===== src/design/srp_pkg.sv =====
// Package for the snapshot record parser: result kinds, status codes,
// parse phases, the front-to-back queue entry type and the CRC-32 byte step.
package srp_pkg;

  localparam int unsigned QueueDepth = 4;
  localparam int unsigned OutDepth = 4;
  localparam logic [31:0] CrcPoly = 32'hEDB88320;

  typedef enum logic [2:0] {
    KIND_HEADER    = 3'd0,
    KIND_KEY_BYTE  = 3'd1,
    KIND_VAL_BYTE  = 3'd2,
    KIND_EMPTY_KEY = 3'd3,
    KIND_EMPTY_VAL = 3'd4,
    KIND_STATUS    = 3'd5
  } kind_e;

  typedef enum logic [2:0] {
    ST_OK        = 3'd0,
    ST_SHORT     = 3'd1,
    ST_BAD_MAGIC = 3'd2,
    ST_TRUNC     = 3'd3,
    ST_CRC       = 3'd4
  } status_e;

  typedef enum logic [2:0] {
    PH_HEADER  = 3'd0,
    PH_KEYLEN  = 3'd1,
    PH_KEYDATA = 3'd2,
    PH_VALLEN  = 3'd3,
    PH_VALDATA = 3'd4,
    PH_DONE    = 3'd5,
    PH_ERROR   = 3'd6
  } phase_e;

  typedef enum logic [0:0] {
    CFG_MAGIC   = 1'b0,
    CFG_VERSION = 1'b1
  } cfg_idx_e;

  // One released byte and/or end-of-file event passed from front to back.
  typedef struct packed {
    logic        rel_vld;
    logic [7:0]  rel_byte;
    logic        fin;
    logic        short_file;
    logic [31:0] footer;
  } front_item_t;

  typedef struct packed {
    kind_e       kind;
    logic [7:0]  payload_byte;
    logic        field_end;
    logic [63:0] log_index;
    logic [63:0] log_term;
    logic [63:0] declared_entries;
    logic [63:0] entries_loaded;
    status_e     status;
    logic        run_end;
  } result_t;

  function automatic logic [31:0] crc_step(input logic [31:0] crc, input logic [7:0] b);
    logic [31:0] c;
    c = crc ^ {24'd0, b};
    for (int k = 0; k < 8; k++) begin
      c = c[0] ? ((c >> 1) ^ CrcPoly) : (c >> 1);
    end
    return c;
  endfunction

endpackage


===== src/design/srp_front.sv =====
// Front end: accepts file bytes, holds back the last four as footer,
// counts file length. Depends on srp_pkg.
module srp_front (
  input  logic                 clk_i,
  input  logic                 rst_ni,
  input  logic                 take_i,
  input  logic [7:0]           data_byte_i,
  input  logic                 final_byte_i,
  output srp_pkg::front_item_t item_o
);

  logic [7:0] held_q [4];
  logic [7:0] held_d [4];
  logic [2:0] cnt_q, cnt_d;
  logic [5:0] pos_q, pos_d;
  logic [5:0] pos_inc;

  always_comb begin
    for (int i = 0; i < 4; i++) held_d[i] = held_q[i];
    cnt_d = cnt_q;
    pos_inc = (pos_q < 6'd36) ? pos_q + 6'd1 : pos_q;
    pos_d = pos_inc;
    item_o = '0;
    if (cnt_q[2]) begin
      item_o.rel_vld = 1'b1;
      item_o.rel_byte = held_q[0];
      held_d[0] = held_q[1];
      held_d[1] = held_q[2];
      held_d[2] = held_q[3];
      held_d[3] = data_byte_i;
    end else begin
      held_d[cnt_q[1:0]] = data_byte_i;
      cnt_d = cnt_q + 3'd1;
    end
    item_o.fin = final_byte_i;
    item_o.short_file = pos_inc < 6'd36;
    item_o.footer = {held_d[3], held_d[2], held_d[1], held_d[0]};
    if (final_byte_i) begin
      for (int i = 0; i < 4; i++) held_d[i] = '0;
      cnt_d = '0;
      pos_d = '0;
    end
  end

  always_ff @(posedge clk_i or negedge rst_ni) begin
    if (!rst_ni) begin
      cnt_q <= '0;
      pos_q <= '0;
      for (int i = 0; i < 4; i++) held_q[i] <= '0;
    end else if (take_i) begin
      cnt_q <= cnt_d;
      pos_q <= pos_d;
      for (int i = 0; i < 4; i++) held_q[i] <= held_d[i];
    end
  end

endmodule


===== src/design/srp_back.sv =====
// Back end: header parse, entry streaming, CRC and final status.
// Produces up to two results per front item. Depends on srp_pkg.
module srp_back (
  input  logic                 clk_i,
  input  logic                 rst_ni,
  input  logic                 vld_i,
  output logic                 rdy_o,
  input  srp_pkg::front_item_t item_i,
  input  logic [31:0]          magic_i,
  input  logic [31:0]          version_i,
  input  logic                 space_i,
  output logic                 res0_vld_o,
  output srp_pkg::result_t     res0_o,
  output logic                 res1_vld_o,
  output srp_pkg::result_t     res1_o
);

  srp_pkg::phase_e ph_q, ph_d;
  logic [63:0] word_q, word_d;
  logic [31:0] rem_q, rem_d;
  logic [63:0] idx_q, idx_d, term_q, term_d, cnt_q, cnt_d, done_q, done_d;
  logic [31:0] crc_q, crc_d, crc_nb;
  logic        err_q, err_d;
  logic [4:0]  hpos;
  logic [1:0]  lpos;
  logic [31:0] len;
  logic [63:0] done_inc;
  logic        fire;
  logic        pres;
  srp_pkg::result_t pr, sr;

  assign rdy_o = space_i;
  assign fire = vld_i && space_i;
  assign crc_nb = srp_pkg::crc_step(crc_q, item_i.rel_byte);
  assign hpos = rem_q[4:0];
  assign lpos = rem_q[1:0];
  assign len = {item_i.rel_byte, word_q[23:0]};
  assign done_inc = done_q + 64'd1;

  always_comb begin
    ph_d = ph_q; word_d = word_q; rem_d = rem_q; idx_d = idx_q;
    term_d = term_q; cnt_d = cnt_q; done_d = done_q; crc_d = crc_q;
    err_d = err_q;
    pres = 1'b0;
    pr = '0;
    pr.kind = srp_pkg::KIND_HEADER;
    pr.status = srp_pkg::ST_OK;
    if (item_i.rel_vld) begin
      case (ph_q)
        srp_pkg::PH_HEADER: begin
          if (hpos >= 5'd4) crc_d = crc_nb;
          rem_d = {27'd0, hpos + 5'd1};
          case (hpos[4:3])
            2'd0: word_d[8*hpos[2:0] +: 8] = item_i.rel_byte;
            2'd1: idx_d[8*hpos[2:0] +: 8] = item_i.rel_byte;
            2'd2: term_d[8*hpos[2:0] +: 8] = item_i.rel_byte;
            default: cnt_d[8*hpos[2:0] +: 8] = item_i.rel_byte;
          endcase
          if (hpos == 5'd7 && ({item_i.rel_byte, word_q[55:32]} != version_i
              || word_q[31:0] != magic_i)) begin
            err_d = 1'b1;
            ph_d = srp_pkg::PH_ERROR;
          end
          if (hpos == 5'd31) begin
            rem_d = '0;
            word_d = '0;
            ph_d = (cnt_d == 64'd0) ? srp_pkg::PH_DONE : srp_pkg::PH_KEYLEN;
            pres = 1'b1;
            pr.kind = srp_pkg::KIND_HEADER;
            pr.log_index = idx_d;
            pr.log_term = term_d;
            pr.declared_entries = cnt_d;
          end
        end
        srp_pkg::PH_KEYLEN, srp_pkg::PH_VALLEN: begin
          crc_d = crc_nb;
          word_d[8*lpos +: 8] = item_i.rel_byte;
          rem_d = {30'd0, lpos + 2'd1};
          if (lpos == 2'd3) begin
            word_d = '0;
            rem_d = len;
            if (ph_q == srp_pkg::PH_KEYLEN) begin
              ph_d = srp_pkg::PH_KEYDATA;
              if (len == 32'd0) begin
                ph_d = srp_pkg::PH_VALLEN;
                pres = 1'b1;
                pr.kind = srp_pkg::KIND_EMPTY_KEY;
              end
            end else begin
              ph_d = srp_pkg::PH_VALDATA;
              if (len == 32'd0) begin
                done_d = done_inc;
                ph_d = (done_inc == cnt_q) ? srp_pkg::PH_DONE : srp_pkg::PH_KEYLEN;
                pres = 1'b1;
                pr.kind = srp_pkg::KIND_EMPTY_VAL;
              end
            end
          end
        end
        srp_pkg::PH_KEYDATA, srp_pkg::PH_VALDATA: begin
          crc_d = crc_nb;
          rem_d = rem_q - 32'd1;
          pres = 1'b1;
          pr.kind = (ph_q == srp_pkg::PH_KEYDATA) ? srp_pkg::KIND_KEY_BYTE
                                                  : srp_pkg::KIND_VAL_BYTE;
          pr.payload_byte = item_i.rel_byte;
          pr.field_end = (rem_d == 32'd0);
          if (rem_d == 32'd0) begin
            if (ph_q == srp_pkg::PH_KEYDATA) begin
              ph_d = srp_pkg::PH_VALLEN;
            end else begin
              done_d = done_inc;
              ph_d = (done_inc == cnt_q) ? srp_pkg::PH_DONE : srp_pkg::PH_KEYLEN;
            end
          end
        end
        srp_pkg::PH_DONE: crc_d = crc_nb;
        default: ;
      endcase
    end
    sr = '0;
    sr.kind = srp_pkg::KIND_STATUS;
    sr.entries_loaded = done_d;
    sr.run_end = 1'b1;
    if (item_i.short_file) sr.status = srp_pkg::ST_SHORT;
    else if (err_d) sr.status = srp_pkg::ST_BAD_MAGIC;
    else if (item_i.footer != ~crc_d) sr.status = srp_pkg::ST_CRC;
    else if (ph_d != srp_pkg::PH_DONE) sr.status = srp_pkg::ST_TRUNC;
    else sr.status = srp_pkg::ST_OK;
    if (sr.status == srp_pkg::ST_OK) begin
      sr.log_index = idx_d;
      sr.log_term = term_d;
      sr.declared_entries = cnt_d;
    end
    pr.run_end = !item_i.fin;
    if (item_i.fin) begin
      ph_d = srp_pkg::PH_HEADER; word_d = '0; rem_d = '0; idx_d = '0;
      term_d = '0; cnt_d = '0; done_d = '0; crc_d = '1; err_d = 1'b0;
    end
    res0_vld_o = fire && (pres || item_i.fin);
    res0_o = pres ? pr : sr;
    res1_vld_o = fire && pres && item_i.fin;
    res1_o = sr;
  end

  always_ff @(posedge clk_i or negedge rst_ni) begin
    if (!rst_ni) begin
      ph_q <= srp_pkg::PH_HEADER;
      word_q <= '0; rem_q <= '0; idx_q <= '0; term_q <= '0;
      cnt_q <= '0; done_q <= '0; crc_q <= '1; err_q <= 1'b0;
    end else if (fire) begin
      ph_q <= ph_d; word_q <= word_d; rem_q <= rem_d; idx_q <= idx_d;
      term_q <= term_d; cnt_q <= cnt_d; done_q <= done_d; crc_q <= crc_d;
      err_q <= err_d;
    end
  end

endmodule


===== src/design/srp_queue.sv =====
// Small FIFO of front items or results, with up to two writes per cycle.
// Depends on srp_pkg only through the caller's type choice.
module srp_queue #(
  parameter int unsigned Depth = 4,
  parameter int unsigned Width = 8
) (
  input  logic             clk_i,
  input  logic             rst_ni,
  input  logic             wr0_i,
  input  logic [Width-1:0] wd0_i,
  input  logic             wr1_i,
  input  logic [Width-1:0] wd1_i,
  input  logic             rd_i,
  output logic [Width-1:0] rdata_o,
  output logic             nonempty_o,
  output logic             room2_o
);

  localparam int unsigned AW = $clog2(Depth);
  logic [Width-1:0] mem_q [Depth];
  logic [AW-1:0] wp_q, rp_q;
  logic [AW:0] cnt_q;
  logic [AW-1:0] wp1;

  assign wp1 = wp_q + AW'(1);
  assign rdata_o = mem_q[rp_q];
  assign nonempty_o = cnt_q != '0;
  assign room2_o = cnt_q <= (AW+1)'(Depth - 2);

  always_ff @(posedge clk_i) begin
    if (wr0_i) mem_q[wp_q] <= wd0_i;
    if (wr1_i) mem_q[wp1] <= wd1_i;
  end

  always_ff @(posedge clk_i or negedge rst_ni) begin
    if (!rst_ni) begin
      wp_q <= '0; rp_q <= '0; cnt_q <= '0;
    end else begin
      wp_q <= wp_q + AW'(wr0_i) + AW'(wr1_i);
      rp_q <= rp_q + AW'(rd_i);
      cnt_q <= cnt_q + (AW+1)'(wr0_i) + (AW+1)'(wr1_i) - (AW+1)'(rd_i);
    end
  end

endmodule


===== src/design/snapshot_record_parser_crc32.sv =====
// Snapshot record parser with CRC-32 check.
// A result passes from the push that causes it through the front queue, then the
// back end into the result queue, where it can be popped; a data byte is released
// four pushes after its own. Throughput: one byte per cycle unless a queue stalls;
// a single back-end CRC/parse step per cycle sets it. Up to two results per byte.
// Reset (rst_ni low, async) empties both queues, clears parse state and registers.
module snapshot_record_parser_crc32 #(
  parameter int unsigned QDepth = srp_pkg::QueueDepth,
  parameter int unsigned ODepth = srp_pkg::OutDepth
) (
  input  logic        clk_i,
  input  logic        rst_ni,
  input  logic        push,
  output logic        full,
  input  logic [7:0]  data_byte_i,
  input  logic        final_byte_i,
  input  logic        pop,
  output logic        empty,
  output logic [2:0]  kind_o,
  output logic [7:0]  payload_byte_o,
  output logic        field_end_o,
  output logic [63:0] log_index_o,
  output logic [63:0] log_term_o,
  output logic [63:0] declared_entries_o,
  output logic [63:0] entries_loaded_o,
  output logic [2:0]  status_o,
  output logic        run_end_o,
  input  logic        cfg_valid_i,
  output logic        cfg_ready_o,
  input  logic [0:0]  cfg_index_i,
  input  logic [31:0] cfg_data_i
);

  localparam int unsigned FW = $bits(srp_pkg::front_item_t);
  localparam int unsigned RW = $bits(srp_pkg::result_t);

  logic [31:0] magic_q, version_q;
  logic take, fq_ne, fq_room, rq_ne, rq_room, b_rdy, r0v, r1v;
  srp_pkg::front_item_t fitem, bitem;
  srp_pkg::result_t r0, r1, rout;
  logic [FW-1:0] fq_rd;
  logic [RW-1:0] rq_rd;

  assign cfg_ready_o = 1'b1;
  always_ff @(posedge clk_i or negedge rst_ni) begin
    if (!rst_ni) begin
      magic_q <= '0; version_q <= '0;
    end else if (cfg_valid_i) begin
      case (cfg_index_i)
        srp_pkg::CFG_MAGIC: magic_q <= cfg_data_i;
        srp_pkg::CFG_VERSION: version_q <= cfg_data_i;
        default: ;
      endcase
    end
  end

  assign full = !fq_room;
  assign take = push && fq_room;

  srp_front u_front (
    .clk_i, .rst_ni, .take_i(take),
    .data_byte_i, .final_byte_i, .item_o(fitem)
  );

  srp_queue #(.Depth(QDepth), .Width(FW)) u_fq (
    .clk_i, .rst_ni, .wr0_i(take), .wd0_i(fitem), .wr1_i(1'b0), .wd1_i('0),
    .rd_i(fq_ne && b_rdy), .rdata_o(fq_rd), .nonempty_o(fq_ne), .room2_o(fq_room)
  );
  assign bitem = fq_rd;

  srp_back u_back (
    .clk_i, .rst_ni, .vld_i(fq_ne), .rdy_o(b_rdy), .item_i(bitem),
    .magic_i(magic_q), .version_i(version_q), .space_i(rq_room),
    .res0_vld_o(r0v), .res0_o(r0), .res1_vld_o(r1v), .res1_o(r1)
  );

  srp_queue #(.Depth(ODepth), .Width(RW)) u_rq (
    .clk_i, .rst_ni, .wr0_i(r0v), .wd0_i(r0), .wr1_i(r1v), .wd1_i(r1),
    .rd_i(pop && rq_ne), .rdata_o(rq_rd), .nonempty_o(rq_ne), .room2_o(rq_room)
  );
  assign rout = rq_rd;

  assign empty = !rq_ne;
  assign kind_o = rout.kind;
  assign payload_byte_o = rout.payload_byte;
  assign field_end_o = rout.field_end;
  assign log_index_o = rout.log_index;
  assign log_term_o = rout.log_term;
  assign declared_entries_o = rout.declared_entries;
  assign entries_loaded_o = rout.entries_loaded;
  assign status_o = rout.status;
  assign run_end_o = rout.run_end;

endmodule


===== config.mk =====
export PLATFORM = sky130hd
export DESIGN_NAME = snapshot_record_parser_crc32
export DESIGN_NICKNAME = d
export VERILOG_FILES = /design/src/design/srp_pkg.sv /design/src/design/srp_front.sv /design/src/design/srp_back.sv /design/src/design/srp_queue.sv /design/src/design/snapshot_record_parser_crc32.sv
export SDC_FILE = /design/constraint.sdc
export NUM_CORES = 2
export LEC_CHECK = 0
export BUFFER_PORTS_ARGS = -buffer_cell sky130_fd_sc_hd__buf_2
export CORE_ASPECT_RATIO = 2
export CORE_MARGIN = 2
export CORE_UTILIZATION = 40
export CTS_BUF_LIST = sky130_fd_sc_hd__clkbuf_8
export DETAILED_ROUTE_END_ITERATION = 16
export PLACE_DENSITY = 0.62
export SLEW_MARGIN = 20
export SYNTH_ARGS = -nofsm -noshare
export SYNTH_HDL_FRONTEND = slang
export SYNTH_SLANG_ARGS = --single-unit

===== constraint.sdc =====
create_clock -name clk_i -period 11.5 [get_ports clk_i]
set_input_delay 0.575 -clock clk_i [delete_from_list [all_inputs] [get_ports clk_i]]
set_output_delay 0.575 -clock clk_i [all_outputs]
set_load 0.01 [all_outputs]

[After elaboration in Yosys (flattened, before gate mapping)]
Memory sizes are Yosys's and may differ from the RTL's.
Cells that the tools add are included.
Cells by class
  add/sub/neg operators: 19
  $mul: 0
  divide/modulo/power cells: 0
  $lt $le $gt $ge: 7
  eq/ne operators: 17
  shift-type cells: 4
  muxes and demuxes: 104
  bitwise operators: 12
  reductions and logical operators: 33
Operators by type and width (number)
  64-bit two-way mux: 26
  192-bit two-way mux: 3
  32-bit two-way mux: 16
  64-bit bitwise mux: 5
  272-bit two-way mux: 1
  64-bit one-hot mux with 2 select lines: 2
  204-bit two-way mux: 1
  8-bit by 34-bit variable shift with 64-bit output, first input constant: 2
  8-bit by 34-bit variable part select with 64-bit output: 2
  13-bit NOT with 14-bit output: 8
  32-bit inequality test: 3
  32-bit one-hot mux with 3 select lines: 1
  64-bit by 1-bit adder with 64-bit output, second input constant: 1
  64-bit equality test: 1
  32-bit zero test: 2
  64-bit zero test: 1
  32-bit one-hot mux with 2 select lines: 1
  3-bit two-way mux: 19
  5-bit negator with 34-bit output: 1
  6-bit negator with 34-bit output: 1
  32-bit bitwise mux: 1
  32-bit NOT: 1
  32-bit by 1-bit subtractor with 32-bit output, second input constant: 1
  32-bit by 8-bit XOR with 32-bit output: 1
  other kinds (48): 95
Word-level totals
  flip-flop bits (word level): 507
  latch bits: 0
  memory bits (writable): 1260
  memory bits (read-only): 0
  bits of input ports: 47
  output and inout bits: 275
  logic and storage cells: 222
  memories: 2
Memories
  u_rq.mem_q: depth 4, width 272, rd ports 1, clocked after Yosys merged registers in 0, wr ports 2, line srp_queue.sv:20  | logic [Width-1:0] mem_q [Depth];
  u_fq.mem_q: depth 4, width 43, rd ports 1, clocked after Yosys merged registers in 0, wr ports 1, line srp_queue.sv:20

[Depth between registers and ports, before layout]
An unclocked memory read counts as a cell.
  depth after elaboration: 29
  depth in mapped cells: 21
  depth with buffers taken out: 14

[Cells and area by module]
From an unflattened synthesis, not the netlist that was laid out.
Second synthesis, totals
  cells, all modules: 7681
  area, all modules: 97488.5 µm²
Modules (own cells, without submodules)
  srp_queue at u_rq: instances 1, cells an instance 2664, area each 52459.1 µm²
  srp_back: instances 1, cells an instance 4188, area each 31415.1 µm²
  srp_queue at u_fq: instances 1, cells an instance 451, area each 8690.8 µm²
  snapshot_record_parser_crc32: instances 1, cells an instance 145, area each 2467.4 µm²
  srp_front: instances 1, cells an instance 233, area each 2456.1 µm²

[Least setup slack after synthesis]
No wires, ideal clock.
  path kind: reg-to-reg
  start point: register u_fq.rp_q[0]
  end point: memory u_rq.mem_q[0][100] in the netlist's numbering (enable)
  library setup time: 0.612 ns
  arrival time: 8.178 ns
  setup slack: 2.710 ns
  cell stages (with the launch flop): 14
  cells stage by stage: dfrtp_1 buf_4 buf_6 mux4_2 clkbuf_1 or2_2 nor4_1 nand3_1 a31oi_1 buf_2 and3_1 a21oi_1 nand2b_1 inv_1
RTL lines
  from (decl): line srp_queue.sv:21  | logic [AW-1:0] wp_q, rp_q;
  from (signal assigned): line srp_queue.sv:40  | rp_q <= rp_q + AW'(rd_i);
  to (decl): line srp_queue.sv:20

==> qor.yml <==
drc: 0
die_w_um: 335.8
finalCritPeriodShare_pct: 74.05
syn_to_final_growth_pct: 10.89
fin_crit_ns: 8.515
grtUsageTotal_pct: 29.42
dr.pass1.iters: 8
synth_top_family_by_area: "compound AO/OA/AOI/OAI gates"
hold_buffers: 38
p_sw_share_pct: 43.70
postSynthAreaPerCell_um2: 11.42
end_kind: "flop"
async_flop_share_pct: 28.37
vias: 68635
vdd_ir_drop_max_uv: 220.5
ant_nets: 0
synth_compound_area_share_pct: 13.81
slew-limit-headroom_pct: 19.86
core.rowCount: 243
muxShareOfSynthArea_pct: 10.59
grt_max_degree: 155
via_per_inst: 6.313
p_comb_share_pct: 46.4
syn-num-nets: 7789
dp_hpwl_um: 215900
power_density_nw_per_um2: 262.6
coreArea_um2: 218900
holdCritStartpoint: "pop"
rsz0062_at_grt: "no"
syn_inst: 7715
pwr-share-clk_pct: 19.6
worstSkewPairLatency_ns: 1.04
chipHeight_um: 667.7
cts_resized: 0
switching_power_mw: 11.21
cp.arrival_ns: 9.31
worstHoldEndpoint: "u_rq.rp_q[0]"
drtIter0Drc: 7593
pre_cts_ws_ns: 3.568
netlist_area_um2: 88090
crit_fanout: 153
r2r_slack_ns: 2.98
rr_worst_depth: 14
post-route-util_pct: 44.62
cp_data_required_time_ns: 12.29
worst_slack_ns: 2.985
maxSlewViolCount: 0
port_buffers: 320
cts-root-buf: "clkbuf_8"
synth_simple_gate_area_share_pct: 11.79
clk_path_buf_depth: 4
grt_pass1_vias: 67275
place_congestion: 0.9607
worstSetupPathType: "flop to flop"
worst_pin_slew_ns: 1.196
grt-ovfl-total: 0
cts_made_buffers: 247
synthFlopType: "edfxtp_1"
synth_fa_ha_area_share_pct: 0.4176
htree_levels: 4
fillers: 20359
layout-drive-gt1-share_pct: 17.51
routed_wl_um: 336700
ys_types: 96
rr_endpoint: "u_rq.mem_q[3][204]"
nets: 7910
grt_pass1_wl_um: 479400
hold_violations: 0
status: "finished clean"
fmax_mhz: 117.4
seq_area_frac_synth_pct: 56.58
power_frac_seq_pct: 34.0
synth_xor_area_share_pct: 3.644
synth-seq-cells: 1759
setup_viol: 0
postCtsSetupRepairBufs: 0
whs_ns: 0.03867
p_int_mw: 14.44
tritoncts: "built"
ys_warn_count: 0
max_cap_violations: 0
hp-class: "input pin to flop"
finClkSkew_ns: 0.07839
die-area_um2: 224200
io_pins: 322
initial_core_util_pct: 40.24
tns_ns: 0
cts_sinks: 1759
hold_depth: 3
antenna_found_initial: 35
cp-start-kind: "flop"
synth_edf_count: 1208
wl_per_cell_um: 30.97
clk_pin_slew_worst_paths_ns: 0.08
leakage_nw: 32.49
reg2reg_from: "u_back.rem_q[0]"
layout by cell type (no fill, tap or decap), drive strengths merged, types with 18 or more instances in the layout:
cell / n
a21oi: 344
a22o: 102
a22oi: 18
a2bb2oi: 27
a31oi: 29
and2: 52
and3: 28
buf: 469
clkbuf: 274
clkinv: 93
dfrtp: 467
dfstp: 32
dfxtp: 52
dlygate4sd3: 38
edfxtp: 1208
ha: 23
inv: 130
mux2: 101
mux2i: 112
mux4: 314
nand2: 1033
nand2b: 26
nand3: 78
nand4: 68
nor2: 785
nor2b: 27
nor3: 81
nor3b: 20
nor4: 68
o21ai: 814
o22ai: 455
o2bb2ai: 28
o31ai: 51
or2: 22
or3: 24
or4: 20
xnor2: 205
xnor3: 22
xor2: 87
state kept, by name, summed over array words and instances, names as in the netlist, 6 cells and up:
signal,count
u_back.idx_q,64
u_back.done_q,64
u_back.rem_q,32
u_rq.mem_q,1088
u_fq.mem_q,172
u_back.cnt_q,64
u_front.held_q,32
u_back.term_q,64
u_back.word_q,56
u_front.pos_q,6
version_q,32
u_back.crc_q,32
magic_q,32
power by group through the flow:
stage | combinational (mW) | sequential [mW] | clock [mW]
CTS | 11.8 | 8.72 | 5.08
finish | 11.9 | 8.73 | 5.02
floorplan | 7.10 | 8.66 | 0
global route | 12.4 | 8.82 | 5.32
detailed placement | 11.8 | 8.85 | 0
global placement | 11.7 | 8.78 | 0
layer usage:
metal | global-route usage [%] | part of all wire [%]
met1 | 34.33 | 35
met2 | 47.90 | 48
met3 | 6.056 | 9.3
met4 | 21.65 | 8.5
met5 | 0.1974 | 0.053
metrics by stage:
stage               cell area, µm²  total power [mW]  cells
floorplan                    88090             15.75   7715
global placement             92340             20.48  10366
detailed placement           92360             20.61  10366
CTS                          97650             25.62  10862
global route                 97670             26.54  10867
finish                       97690             25.65  10872
worst max-delay path by stage:
stage	to	slack (ns)	depth (start not counted)	startpoint
3_5_place_dp	u_rq.mem_q[3][72]	3.57	14	u_back.rem_q[0]
2_1_floorplan	u_rq.mem_q[0][100]	2.71	13	u_fq.rp_q[0]
4_1_cts	u_rq.mem_q[3][231]	3.50	14	u_back.rem_q[0]
3_3_place_gp	u_rq.mem_q[3][255]	3.68	14	u_back.rem_q[0]
6_report	u_rq.mem_q[3][204]	2.98	14	u_back.rem_q[0]
5_1_grt	u_rq.mem_q[3][220]	2.79	14	u_back.rem_q[0]
cell type report:
class | count | area [µm²] | area share, %
Antenna cell | 10 | 25.02 | 0.02562
Timing Repair Buffer | 507 | 3286 | 3.363
Tap cell | 2817 | 3525 | 3.608
Clock buffer | 274 | 3771 | 3.860
Sequential cell | 1759 | 49860 | 51.04
Inverter | 57 | 244.0 | 0.2498
Clock inverter | 184 | 1140 | 1.167
Multi-Input combinational cell | 5264 | 35840 | 36.69
cells in the mapped netlist, types with 66 or more instances:
| library cell | count | area, µm² |
|---|---|---|
| nor3_1 | 79 | 395.4 |
| a21oi_1 | 344 | 1722 |
| xor2_1 | 84 | 735.7 |
| buf_2 | 86 | 430.4 |
| clkbuf_1 | 456 | 1712 |
| xnor2_1 | 198 | 1734 |
| mux2i_1 | 112 | 1121 |
| a22o_1 | 102 | 893.4 |
| o22ai_1 | 425 | 2659 |
| nand2_1 | 1033 | 3877 |
| nand3_1 | 78 | 390.4 |
| nor2_1 | 782 | 2935 |
| mux4_2 | 314 | 7072 |
| nand4_1 | 66 | 412.9 |
| edfxtp_1 | 1208 | 36270 |
| buf_1 | 77 | 289.0 |
| o21ai_0 | 757 | 3789 |
| mux2_2 | 101 | 1137 |
| dfrtp_1 | 467 | 11690 |
kinds of logic (layout without fill, tap and decap cells):
logic type,Yosys count,after routing
and+or+nand+nor,2377,2377
xor gates and xnor gates,317,317
adders and majority gates,27,27
AOI/OAI and AO/OA,2015,2015
DFF,1759,1759
muxes,527,527
buffers and inverters,692,1022
other,1,11
worst max-delay path, cell delays in order (launching register included):
cell       delay, ns
dfrtp_1         0.95
inv_1           0.23
ha_1            0.33
ha_1            0.59
nor2b_1         0.67
nand4_1         1.04
mux2_2          0.62
o2111ai_1       0.12
nor4_1          0.96
a32oi_1         0.22
nand4b_1        0.18
a31o_2          0.33
nand4bb_4       0.77
buf_12          0.66
o21ai_0         0.35
Note: power is estimated with default switching activity, not from simulation.
